<file path="src/rtl/sdbm_kt_pkg.sv">
// Shared types and constants for the SDBM-hashed direct-mapped key table.
// Used by every module of the block; depends on nothing.
package sdbm_kt_pkg;

	localparam int TABLE_DEPTH = 256;
	localparam int SLOT_W      = $clog2(TABLE_DEPTH);
	localparam int CNT_W       = SLOT_W + 1;
	localparam int CFG_W       = 9;
	localparam int HASH_W      = 32;
	localparam int VAL_W       = 32;
	localparam int FIFO_DEPTH  = 4;
	localparam int FIFO_AW     = $clog2(FIFO_DEPTH);
	localparam int DIV_BITS    = 4;
	localparam int DIV_STEPS   = HASH_W / DIV_BITS;
	localparam int DIV_CW      = $clog2(DIV_STEPS);

	typedef enum logic [2:0] {
		FN_LOOKUP = 3'd0,
		FN_INSERT = 3'd1,
		FN_UNSET  = 3'd2,
		FN_EXISTS = 3'd3,
		FN_CLEAR  = 3'd4
	} func_t;

	// one finished command handed from the hashing front to the table back end
	typedef struct packed {
		func_t             func;
		logic [HASH_W-1:0] hash;
		logic [VAL_W-1:0]  value;
	} cmd_t;

endpackage

</file>
<file path="src/rtl/sdbm_kt_fifo.sv">
// Short command queue between the hashing front and the table back end.
// Depends on sdbm_kt_pkg for the command type and depth.
module sdbm_kt_fifo (
	input  logic               clk,
	input  logic               arst_n,
	input  logic               push,
	input  sdbm_kt_pkg::cmd_t  push_cmd,
	output logic               full,
	input  logic               pop,
	output sdbm_kt_pkg::cmd_t  pop_cmd,
	output logic               empty
);

	sdbm_kt_pkg::cmd_t                   mem_q [sdbm_kt_pkg::FIFO_DEPTH];
	logic [sdbm_kt_pkg::FIFO_AW-1:0]     wr_ptr_q;
	logic [sdbm_kt_pkg::FIFO_AW-1:0]     rd_ptr_q;
	logic [sdbm_kt_pkg::FIFO_AW:0]       count_q;

	assign full    = (count_q == (sdbm_kt_pkg::FIFO_AW+1)'(sdbm_kt_pkg::FIFO_DEPTH));
	assign empty   = (count_q == '0);
	assign pop_cmd = mem_q[rd_ptr_q];

	always_ff @(posedge clk) begin
		if (push && !full) begin
			mem_q[wr_ptr_q] <= push_cmd;
		end
	end

	always_ff @(posedge clk or negedge arst_n) begin
		if (!arst_n) begin
			wr_ptr_q <= '0;
			rd_ptr_q <= '0;
			count_q  <= '0;
		end else begin
			if (push && !full) begin
				wr_ptr_q <= wr_ptr_q + 1'b1;
			end
			if (pop && !empty) begin
				rd_ptr_q <= rd_ptr_q + 1'b1;
			end
			case ({push && !full, pop && !empty})
				2'b10:   count_q <= count_q + 1'b1;
				2'b01:   count_q <= count_q - 1'b1;
				default: count_q <= count_q;
			endcase
		end
	end

endmodule

</file>
<file path="config.mk">
export PLATFORM = sky130hd
export DESIGN_NAME = sdbm_kt_fifo
export DESIGN_NICKNAME = d
export VERILOG_FILES = /design/src/rtl/sdbm_kt_pkg.sv /design/src/rtl/sdbm_kt_fifo.sv
export SDC_FILE = /design/constraint.sdc
export NUM_CORES = 1
export LEC_CHECK = 0
export ABC_AREA = 0
export ABC_CLOCK_PERIOD_IN_PS = 3640
export BUFFER_PORTS_ARGS = -buffer_cell sky130_fd_sc_hd__buf_2
export CORE_MARGIN = 1
export CORE_UTILIZATION = 35
export CTS_CLUSTER_SIZE = 28
export DETAILED_ROUTE_END_ITERATION = 10
export PLACE_DENSITY = 0.64
export SYNTH_ARGS = -nofsm -noshare
export SYNTH_HDL_FRONTEND = slang
export SYNTH_SLANG_ARGS = --single-unit
</file>
<file path="constraint.sdc">
create_clock -name clk -period 3.64 [get_ports clk]
set_input_delay 0.182 -clock clk [delete_from_list [all_inputs] [get_ports clk]]
set_output_delay 0.182 -clock clk [all_outputs]
set_load 0.1 [all_outputs]
</file>
# Word level (Yosys, flattened, before mapping)
# Memories as Yosys holds them, arrays and structs flattened.
# Index checks and enable logic that the tools add are counted.
word_totals:
  word_cells: 20
  regBits: 7
  ram_bits: 268
  inputBits: 71
  memories: 1
  output_inout_bits: 69
mem_list:
  columns: ["name", "words", "width", "read_ports", "rd_ports_with_merged_regs", "write_ports", "line", "rtl"]
  rows:
  - ["mem_q", 4, 67, 1, 0, 1, "sdbm_kt_fifo.sv:14", "sdbm_kt_pkg::cmd_t mem_q [sdbm_kt_pkg::FIFO_DEPTH];"]
op_classes:
  reduce_logical: 6
  muxes: 3
  n_eq_ne: 3
  addsub: 4
op_table:
  columns: ["operator", "n"]
  rows:
  - ["$pmux W3 S2", 1]
  - ["$add A2 B1 Y2 const B", 2]
  - ["$add A3 B1 Y3 const B", 1]
  - ["$eq A3 B3 Y1 const B", 1]
  - ["$logic_not A3 Y1", 1]
  - ["$sub A3 B1 Y3 const B", 1]
  - ["$eq A2 B1 Y1 const B", 1]
  - ["$eq A2 B2 Y1 const B", 1]
  - ["$logic_and A1 B1 Y1", 2]
  - ["$logic_not A1 Y1", 2]
  - ["$mux W1", 2]
  - ["$reduce_bool A2 Y1", 1]

# Depth between registers and ports, before layout
depth:
  ltp_word: 5
  depth_mapped: 9
  mapped_depth_nobuf: 9

# Least setup slack after synthesis
# OpenSTA, ideal clock, no wires.
synth_timing:
  path_kind: "register -> register"
  startpoint: "register count_q[0] (netlist name)"
  endpoint: "memory mem_q[0][0] (netlist name), enable pin"
  setup_time_ns: 0.560
  required_ns: 3.080
  n_path_buf: 0
  stages_incl_launch_ff: 4
  arrival_ns: 4.162
  synth_period_minus_slack_ns: 4.722
  path_slack_ns: -1.082
  cell_sequence: "dfrtp_1 nor3b_1 nor2b_1 and2_1"
synth_between:
  elab_chain_cells: 5
synth_rtl:
  columns: ["element", "line", "rtl"]
  rows:
  - ["start: declaration", "sdbm_kt_fifo.sv:17", "logic [sdbm_kt_pkg::FIFO_AW:0] count_q;"]
  - ["start signal: assignment", "sdbm_kt_fifo.sv:42", "2'b10: count_q <= count_q + 1'b1;"]
  - ["start signal: assignment", "sdbm_kt_fifo.sv:43", "2'b01: count_q <= count_q - 1'b1;"]
  - ["start signal: assignment", "sdbm_kt_fifo.sv:44", "default: count_q <= count_q;"]
  - ["$eq A3 B3 Y1", "sdbm_kt_fifo.sv:19", "assign full = (count_q == (sdbm_kt_pkg::FIFO_AW+1)'(sdbm_kt_pkg::FIFO_DEPTH));"]
  - ["net full", "sdbm_kt_fifo.sv:8", "output logic full,"]
  - ["$logic_not A1 Y1", "sdbm_kt_fifo.sv:24", "if (push && !full) begin"]
  - ["$logic_and A1 B1 Y1", "sdbm_kt_fifo.sv:24", null]
  - ["$mux W1", "sdbm_kt_fifo.sv:24", null]
  - ["$mux W1 (implied by the code)", "sdbm_kt_fifo.sv:25", "mem_q[wr_ptr_q] <= push_cmd;"]
  - ["end: declaration", "sdbm_kt_fifo.sv:14", null]
# The timed path passes the listed nets, and every way through them passes these cells.

==> flow_summary.yaml <==
setup_path:
  cp.arrival_ns: 2.54
  r2r_cells: 4
  path_buf_inv: 2
  worstPathRequired_ns: 3.46
  cp.depth: 3
  cp_slowest_cell: "dfrtp_4"
  crit_family: "buffers and inverters"
  path_cells: "buf_4, mux4_2, buf_2"
  max_stage_delay_ns: 0.66
  crit_path_start_kind: "flip-flop"
  criticalPathCategory: "reg -> out"
  path_max_fanout: 21
  cp-end-kind: "output pin"
finish:
  nNetsFinal: 692
  multi_input_area_um2: 1740
  instances_no_fill: 1013
  fillers: 2410
  layout_common_cells: "edfxtp_1, buf_2, dlygate4sd3_1"
  final_common_cell: "edfxtp_1"
  seq_area_um2: 8230
  areaGrowthSynthToFinish_pct: 27.5
  drive_gt1_share_pct: 40.7
detailed_routing:
  detail_route.iter0.violations: 323
  vias: 4739
  drt-vias-per-instance: 4.68
  postRouteWirelength_um: 19100
  firstDrtPassIters: 4
  drc: 0
  drtAntennaViolNets: 0
  wl_per_cell_um: 18.8
logic_synthesis:
  synth_seq_cells: 275
  ys_types: 22
  synth_top_area_share_pct: 79.7
  synth_top_cell_by_area: "edfxtp_1"
  synth-seq-area-share_pct: 81.5
  ys_warn_count: 0
  syn_area_um2: 10100
  synth_edf_count: 268
  async_reset_ff_share_pct: 2.55
  avgSynthCellArea_um2: 26.0
  synthesis.nets: 465
  syn-instance-count: 388
  synth_area_leaders: "edfxtp_1, mux4_2, dfrtp_1"
  synthFlopType: "edfxtp_1"
global_routing:
  gr-total-overflow: 0
  antenna_found_initial: 1
  grt_start_max_net_pins: 69
  grt_pass1_wl_um: 28400
  grt_usage_pct: 12.9
  grt_pass1_vias: 4988
timing:
  worst_slew_pin_slew_ns: 1.06
  final.setup.tns_ns: 0
  slew_viol_final: 0
  timing.slew.headroom_pct: 29.5
  post-route-min-period_ns: 2.72
  clock.fmax_mhz: 367
  whs_ns: 0.0360
  post-route-period-util_pct: 74.8
  hold_viol_final: 0
  setup_ws_ns: 0.918
  fin_skew_ns: 0.0116
  rsz0062_at_grt: "no"
  finalSetupViolations: 0
die:
  die_w_um: 172
  dieArea_um2: 29500
  row_count: 61
  die_y_um: 172
  core_area_um2: 28100
  start_util_pct: 35.9
  ioPinCount: 140
clocking:
  cts.clk_slew.worst_paths_ns: 0.06
  clock_path_buffers: 3
  clock_latency_ns: 0.53
  htreeDepth: 1
  numCtsBuffers: 28
  clock-root-buffer: "clkbuf_16"
  clock_sinks: 275
  tritoncts: "built"
  cts_resized: 0
place:
  gp_congestion: 0.706
  pre_cts_ws_ns: 1.29
  port-buffer-count: 139
  placed_cells_incl_taps: 895
  dp_hpwl_um: 11300
run_status:
  status: "finished, final reports clean"
min_path:
  hold_class: "in -> async"
job:
  maxCapViolations: 0
==> through the flow <==
stage               utilization, %  area, um^2
detailed placement            40.1       11300
global placement              40.1       11300
CTS                           45.8       12900
floorplan                        -       10100
global route                  45.8       12900
finish                        45.8       12900
==> flip-flops by register name, indices dropped and copies added (netlist names) <==
| register | flops |
|---|---|
| mem_q | 268 |
| wr_ptr_q | 2 |
| count_q | 3 |
| rd_ptr_q | 2 |
==> path summary, 6_finish.rpt <==
path / start / end / slack [ns]
max: rd_ptr_q[0] / pop_cmd[23] / 0.92
min in group clk: pop / rd_ptr_q[1] / 0.10
max reg2reg: count_q[2] / mem_q[2][20] / 1.29
min: arst_n / count_q[0] / 0.04
min reg2reg: count_q[2] / count_q[2] / 0.53
max in group asynchronous: arst_n / rd_ptr_q[0] / 3.40
==> Yosys cell counts, types with 2 or more instances <==
library cell  instances
xnor2_1               3
buf_12                2
and2_1                4
buf_4                 4
xor2_1                3
edfxtp_1            268
inv_1                 6
buf_2                 6
clkbuf_1              3
ha_1                  5
mux4_2               67
dfrtp_1               7
==> routing by layer <==
layer	share of wire, %	vias up	routed length [um]	global-route usage, %
met5	0	-	0	0
met3	4.9	30	929	2.81
li1	-	2110	-	-
met2	50	125	9540	22.5
met1	43	2474	8130	16.3
met4	2.4	0	457	3.42
==> cells by family (layout without fill, tap and decap cells) <==
logic type               Yosys count  in the layout  share of synthesized area [%]
AO/OA/AOI/OAI                      1              1                         0.0868
XOR/XNOR                           6              6                          0.521
adder cells (fa/ha/maj)            6              6                          0.818
buffers and inverters             22            268                           1.44
flip-flops                       275            275                           81.5
multiplexers                      69             69                           15.2
other                              0              1                              0
AND/OR/NAND/NOR                    9              9                          0.508
==> final cells by class <==
type | count | share of cell area (%)
sequential | 275 | 64.0
multi-input combinational | 91 | 13.5
timing repair buffer | 213 | 11.5
clock buffer | 35 | 5.81
tap | 378 | 3.68
clock inverter | 14 | 1.30
inverter | 6 | 0.175
antenna | 1 | 0.0194
==> what timing repair did <==
| action | CTS | global route |
|---|---|---|
| hold buffers | 68 | 0 |
| endpoints found under the hold margin | 275 | 0 |
| buffers inserted | 0 | 0 |
Power is left out: the tool's default activity adds up to more than one toggle a clock period on the data nets, which glitch-free logic cannot reach.
