===== config.mk =====
export PLATFORM = sky130hd
export DESIGN_NAME = sdbm_kt_front
export DESIGN_NICKNAME = d
export VERILOG_FILES = /design/src/rtl/sdbm_kt_pkg.sv /design/src/rtl/sdbm_kt_front.sv
export SDC_FILE = /design/constraint.sdc
export NUM_CORES = 1
export LEC_CHECK = 0
export ABC_AREA = 1
export ABC_CLOCK_PERIOD_IN_PS = 2600
export CORE_MARGIN = 10
export CORE_UTILIZATION = 30
export DETAILED_ROUTE_END_ITERATION = 10
export DONT_BUFFER_PORTS = 1
export GPL_TIMING_DRIVEN = 0
export PLACE_DENSITY = 0.48
export SLEW_MARGIN = 10
export SYNTH_ARGS = -nofsm -noshare
export SYNTH_HDL_FRONTEND = slang
export SYNTH_SLANG_ARGS = --single-unit

===== constraint.sdc =====
create_clock -name clk -period 2.6 [get_ports clk]
set_input_delay 0.26 -clock clk [delete_from_list [all_inputs] [get_ports clk]]
set_output_delay 0.26 -clock clk [all_outputs]
set_load 0.01 [all_outputs]

===== src/rtl/sdbm_kt_pkg.sv =====
// Shared types and constants for the SDBM-hashed direct-mapped key table.
// Used by every module of the block; depends on nothing.
package sdbm_kt_pkg;

	localparam int TABLE_DEPTH = 256;
	localparam int SLOT_W      = $clog2(TABLE_DEPTH);
	localparam int CNT_W       = SLOT_W + 1;
	localparam int CFG_W       = 9;
	localparam int HASH_W      = 32;
	localparam int VAL_W       = 32;
	localparam int FIFO_DEPTH  = 4;
	localparam int FIFO_AW     = $clog2(FIFO_DEPTH);
	localparam int DIV_BITS    = 4;
	localparam int DIV_STEPS   = HASH_W / DIV_BITS;
	localparam int DIV_CW      = $clog2(DIV_STEPS);

	typedef enum logic [2:0] {
		FN_LOOKUP = 3'd0,
		FN_INSERT = 3'd1,
		FN_UNSET  = 3'd2,
		FN_EXISTS = 3'd3,
		FN_CLEAR  = 3'd4
	} func_t;

	// one finished command handed from the hashing front to the table back end
	typedef struct packed {
		func_t             func;
		logic [HASH_W-1:0] hash;
		logic [VAL_W-1:0]  value;
	} cmd_t;

endpackage


===== src/rtl/sdbm_kt_front.sv =====
// Front end: takes key bytes, folds them into the SDBM hash and queues
// one command per finished key or clear. Depends on sdbm_kt_pkg.
module sdbm_kt_front (
	input  logic                             clk,
	input  logic                             arst_n,
	input  logic                             in_valid,
	output logic                             in_ready,
	input  logic [2:0]                       in_func,
	input  logic [7:0]                       in_byte,
	input  logic                             in_last,
	input  logic [sdbm_kt_pkg::VAL_W-1:0]    in_value,
	output logic                             push,
	output sdbm_kt_pkg::cmd_t                push_cmd,
	input  logic                             q_full
);

	logic [sdbm_kt_pkg::HASH_W-1:0] acc_q;
	logic [sdbm_kt_pkg::HASH_W-1:0] hash_next;
	logic                           take;

	assign in_ready  = !q_full;
	assign take      = in_valid && in_ready;
	// h * 65599 + byte, mod 2^32
	assign hash_next = {24'd0, in_byte} + (acc_q << 6) + (acc_q << 16) - acc_q;

	always_comb begin
		push           = 1'b0;
		push_cmd.func  = sdbm_kt_pkg::FN_CLEAR;
		push_cmd.hash  = hash_next;
		push_cmd.value = in_value;
		if (take) begin
			unique case (in_func)
				sdbm_kt_pkg::FN_CLEAR: begin
					push = 1'b1;
				end
				sdbm_kt_pkg::FN_LOOKUP, sdbm_kt_pkg::FN_INSERT,
				sdbm_kt_pkg::FN_UNSET, sdbm_kt_pkg::FN_EXISTS: begin
					push          = in_last;
					push_cmd.func = sdbm_kt_pkg::func_t'(in_func);
				end
				default: begin
					push = 1'b0;
				end
			endcase
		end
	end

	always_ff @(posedge clk or negedge arst_n) begin
		if (!arst_n) begin
			acc_q <= '0;
		end else if (take) begin
			unique case (in_func)
				sdbm_kt_pkg::FN_CLEAR: begin
					acc_q <= '0;
				end
				sdbm_kt_pkg::FN_LOOKUP, sdbm_kt_pkg::FN_INSERT,
				sdbm_kt_pkg::FN_UNSET, sdbm_kt_pkg::FN_EXISTS: begin
					acc_q <= in_last ? '0 : hash_next;
				end
				default: begin
					acc_q <= acc_q;
				end
			endcase
		end
	end

endmodule


After elaboration in Yosys (flattened, before gate mapping). Index checks and enable logic that the tools add are counted.

Bits in registers: 32. Output and inout bits: 69. Logic and storage cells: 20.

$add $sub $neg: 3. Equal/unequal tests: 4. Mux-type cells: 6. Reductions and logical operators: 6.

Operator list (count): 32-bit one-hot mux with 2 select lines (1); 32-bit adder (1); 8-bit by 32-bit adder with 32-bit output (1); 32-bit two-way mux (1); 32-bit subtractor (1); 3-bit by 2-bit == test with 1-bit output (second input constant) (2); 3-bit two-way mux (2); 4-bit OR reduction (1); 3-bit by 1-bit == test with 1-bit output (second input constant) (1); 3-bit == test (second input constant) (1); 3-bit logical NOT (1); 1-bit one-hot mux with 2 select lines (1); 2-bit AND reduction (1); 2-bit nonzero test (1); 1-bit logical AND (1); 1-bit logical NOT (1); 1-bit two-way mux (1).

Depth between registers and ports, before layout.
Depth after elaboration: 5. Gate-level depth with buffers: 18. Depth with buffers taken out: 18.

Least setup slack after synthesis. OpenSTA, ideal clock, no wires.

Kind: reg-to-output. From: register acc_q[1] (netlist name). To: output port push_cmd[57] (netlist name). Data arrival time: 2.143 ns. Setup slack: 0.197 ns. Stages on the path, launching flop included: 17. Buffers on the path: 0. Cell sequence: dfrtp_1 -> inv_1 -> ha_1 -> ha_1 -> inv_1 -> fa_1 -> inv_1 -> nand3_1 -> nand2_2 -> nand2_1 -> nand2_1 -> nand2_1 -> nand2_2 -> nand2_1 -> nand2_1 -> nand2_1 -> and2_1.

RTL lines: from (decl) (line sdbm_kt_front.sv:17) `logic [sdbm_kt_pkg::HASH_W-1:0] acc_q;`; from (signal assigned) (line sdbm_kt_front.sv:58) `acc_q <= in_last ? '0 : hash_next;`; from (signal assigned) (line sdbm_kt_front.sv:61) `acc_q <= acc_q;`; to (decl) (line sdbm_kt_front.sv:13) `output sdbm_kt_pkg::cmd_t push_cmd,`.

==> tab_implementation.tex <==
\begin{tabular}{lr}
\hline
Metric & Value \\
\hline
\multicolumn{2}{l}{\textbf{Die}} \\
\quad Row cnt & 45 \\
\quad Die outline area & 0.0206 sq mm \\
\quad Die height & between 100 and 150 um \\
\quad Starting utilization of the core area & between 30\% and 40\% \\
\quad Total core area & 0.0150 sq mm \\
\quad Die Wd & 143 um \\
\quad Num ports & between 100 and 150 \\
\multicolumn{2}{l}{\textbf{Status}} \\
\quad Violated checks & negative setup slack \\
\quad Outcome & finished with violations \\
\multicolumn{2}{l}{\textbf{Synthesis}} \\
\quad Average footprint of a synthesized cell & about 6.2 sq um \\
\quad Post-synthesis net count & about 840 \\
\quad Number of register bits inferred by synthesis & 32 \\
\quad EDFF count, synth & 0 \\
\quad Synthesized netlist cell count & $\sim$730 \\
\quad Synthesized cell area & about 0.0046 sq mm \\
\quad Number of unique standard cell types used by synthesis & 27 \\
\quad Sequential area share after synthesis & around 18\% \\
\quad Number of warning messages in the yosys log & 0 \\
\quad Share of synthesized registers carrying an async set or reset & 100\% \\
\quad Primary flip-flop cell chosen by synthesis mapping & dfrtp\_1 \\
\multicolumn{2}{l}{\textbf{Placed design}} \\
\quad DP HPWL & between 10000 and 15000 um \\
\quad Last weighted congestion value of the routability-driven placer & 0.877 \\
\quad Post-place instance area & 0.00480 sq mm \\
\quad IO Port Bufs & 0 \\
\multicolumn{2}{l}{\textbf{Final layout}} \\
\quad Post-layout nets & $\sim$900 \\
\quad Most used cells in the layout excluding fill and tap cells & nand2\_1 (180), inv\_1 (145), buf\_4 (59), nand2\_2 (52) \\
\quad Top reg by flops & acc\_q \\
\quad Most common cell after layout, fill and taps aside & nand2\_1 \\
\quad Largest regs & acc\_q x32 \\
\quad Share of post-route cells with drive strength above 1 & 38.1\% \\
\quad Max reg flops & 32 \\
\quad Post-layout util & approximately two fifths \\
\quad Number of fillers in the final layout & $\sim$1.6k \\
\quad Area of all placed cells without fillers & around 0.0063 sq mm \\
\quad Area Growth Syn to Fin & 36.9\% \\
\quad Number of antenna cells inserted & 0 \\
\multicolumn{2}{l}{\textbf{Timing}} \\
\quad Clock skew & between 0.006 and 0.007 ns \\
\quad Worst-margin pin slew & about 0.57 ns \\
\quad Number of pins with negative max-slew slack in the final report & 0 \\
\quad Upper clock frequency limit & approximately 360 MHz \\
\quad Max transition margin & just over 60\% \\
\quad Final Hold Vio Count & 0 \\
\quad Share of the clock period used by the worst path & 108\% \\
\quad Setup TNS Final & -3.48 ns \\
\quad Final setup violation count & 24 \\
\quad Setup repair after global routing missed its margin & yes \\
\quad Final worst-path setup slack & -0.216 ns \\
\quad Worst Hold Margin & around 0.24 ns \\
\quad Final min period & roughly 2.8 ns \\
\multicolumn{2}{l}{\textbf{Global routing}} \\
\quad Wire length of the first global-routing pass & about 24000 um \\
\quad Largest net degree at the start of global routing & 33 \\
\quad Total gr overflow & 0 \\
\quad Vias in the first global route & $\sim$4.5k \\
\quad Antenna violations before repair & 0 \\
\quad Overall routing resource usage & 14.8\% \\
\multicolumn{2}{l}{\textbf{Worst setup path}} \\
\quad Critical setup path kind & flop to primary output \\
\quad Worst endpoint data arrival time & between 2 and 3 ns \\
\quad Crit path max fanout & 4 \\
\quad Setup crit end kind & primary output \\
\quad Critical path launch point type & flop \\
\quad Worst EP required & 2.34 ns \\
\multicolumn{2}{l}{\textbf{Routing}} \\
\quad DRC errors left & 0 \\
\quad Total via count in the routed design & between 4k and 5k \\
\quad Detailed-router iteration count before antenna repair & 4 \\
\quad Via count normalized by instance count & around 4.5 \\
\quad Antenna Nets Post-Route & 0 \\
\quad Iter 0 DRT Violations & 192 \\
\quad Final routed wire length divided by cell count & 15.9 um \\
\quad Final Routed Wirelength & $\sim$15000 um \\
\multicolumn{2}{l}{\textbf{Clocking}} \\
\quad CTS Sinks & 32 \\
\quad Total CTS buffers & 5 \\
\quad Clock-pin slew on the worst setup and hold paths & 0.06 ns \\
\quad CTS tree & done \\
\quad Maximum buffer depth of the clock tree & 2 \\
\quad H-tree levels & 2 \\
\quad Buffer type at the clock tree root & clkbuf\_16 \\
\quad Clock latency on the worst-skew pair & roughly 0.29 ns \\
\multicolumn{2}{l}{\textbf{Job}} \\
\quad Max Cap Violations & 0 \\
\multicolumn{2}{l}{\textbf{Worst hold path}} \\
\quad Class of the tightest hold or removal check & input pin to flop \\
\hline
\end{tabular}
[what timing repair did]
item,in CTS,in global routing
cloned,0,0
setup buffers,22,9
endpoints found under the hold margin,32,0
hold buffers,2,0
resized for setup,187,73
pin swaps,54,40
setup endpoints to repair,40,30
[metal layers]
metal | part of all wire [%] | global-route usage (%)
met5 | 0 | 0
met4 | 1.9 | 4.46
met3 | 3.8 | 2.18
met2 | 48 | 25.1
met1 | 46 | 19.0
[final timing paths]
path	endpoint	start	slack (ns)	cells after the start
max	push_cmd[51]	acc_q[0]	-0.22	12
min	acc_q[12]	in_last	0.24	3
max reg2reg	acc_q[10]	acc_q[1]	0.12	12
min reg2reg	acc_q[26]	acc_q[26]	0.50	2
max in group asynchronous	acc_q[17]	arst_n	1.94	2
min in group asynchronous	acc_q[29]	arst_n	0.46	2
[critical path, stage by stage, from the launching register on]
cell and delay (ns):
dfrtp_2 0.47, fa_2 0.61, ha_4 0.23, nand2_4 0.11, inv_2 0.04, nand2_2 0.07
nand2_1 0.05, nand2_1 0.05, nand3b_1 0.20, nand2_1 0.15, nand2_1 0.06, nand2_1 0.07
and2_4 0.16
[Yosys cell counts (5+ instances only)]
master   count  area, sq um
nand2_1    242          908
xor2_1      10         87.6
nor2_1      42          158
o22ai_1      6         37.5
nand2_2      8         50.1
nand3_1     37          185
a21oi_1     18         90.1
and2_1      16          100
fa_1        18          360
o21ai_0     14         70.1
ha_1        44          551
dfrtp_1     32          801
xnor2_1      5         43.8
inv_1      183          687
buf_4       32          240
[per-stage QoR]
step,std cells,setup WS (ns)
6_report,963,-0.216
5_1_grt,963,-0.345
4_1_cts,954,-0.228
3_5_place_dp,922,-0.339
3_3_place_gp,922,-0.311
2_1_floorplan,734,0.197
[area by class of cell]
type	instances	area [sq um]	share of cell area, %
Multi-Input combinational cell	481	3800	60.8
Sequential cell	32	806	12.9
Inverter	184	703	11.2
Timing Repair Buffer	33	295	4.72
Buffer	37	264	4.22
Tap cell	188	235	3.76
Clock buffer	5	125	2.00
Clock inverter	3	23.8	0.380
[cells by family (layout without fill, tap and decap cells)]
kind of cell / Yosys count / count (layout) / share of synthesized area (%)
and+or+nand+nor: 358 / 358 / 32.7
buffers and inverters: 221 / 262 / 20.9
adders and majority gates: 62 / 62 / 20.0
AOI/OAI and AO/OA: 43 / 43 / 4.99
DFF: 32 / 32 / 17.5
xor gates and xnor gates: 18 / 18 / 3.95
Power is left out: the tool's default activity adds up to more than one toggle a clock period on the data nets, which glitch-free logic cannot reach.
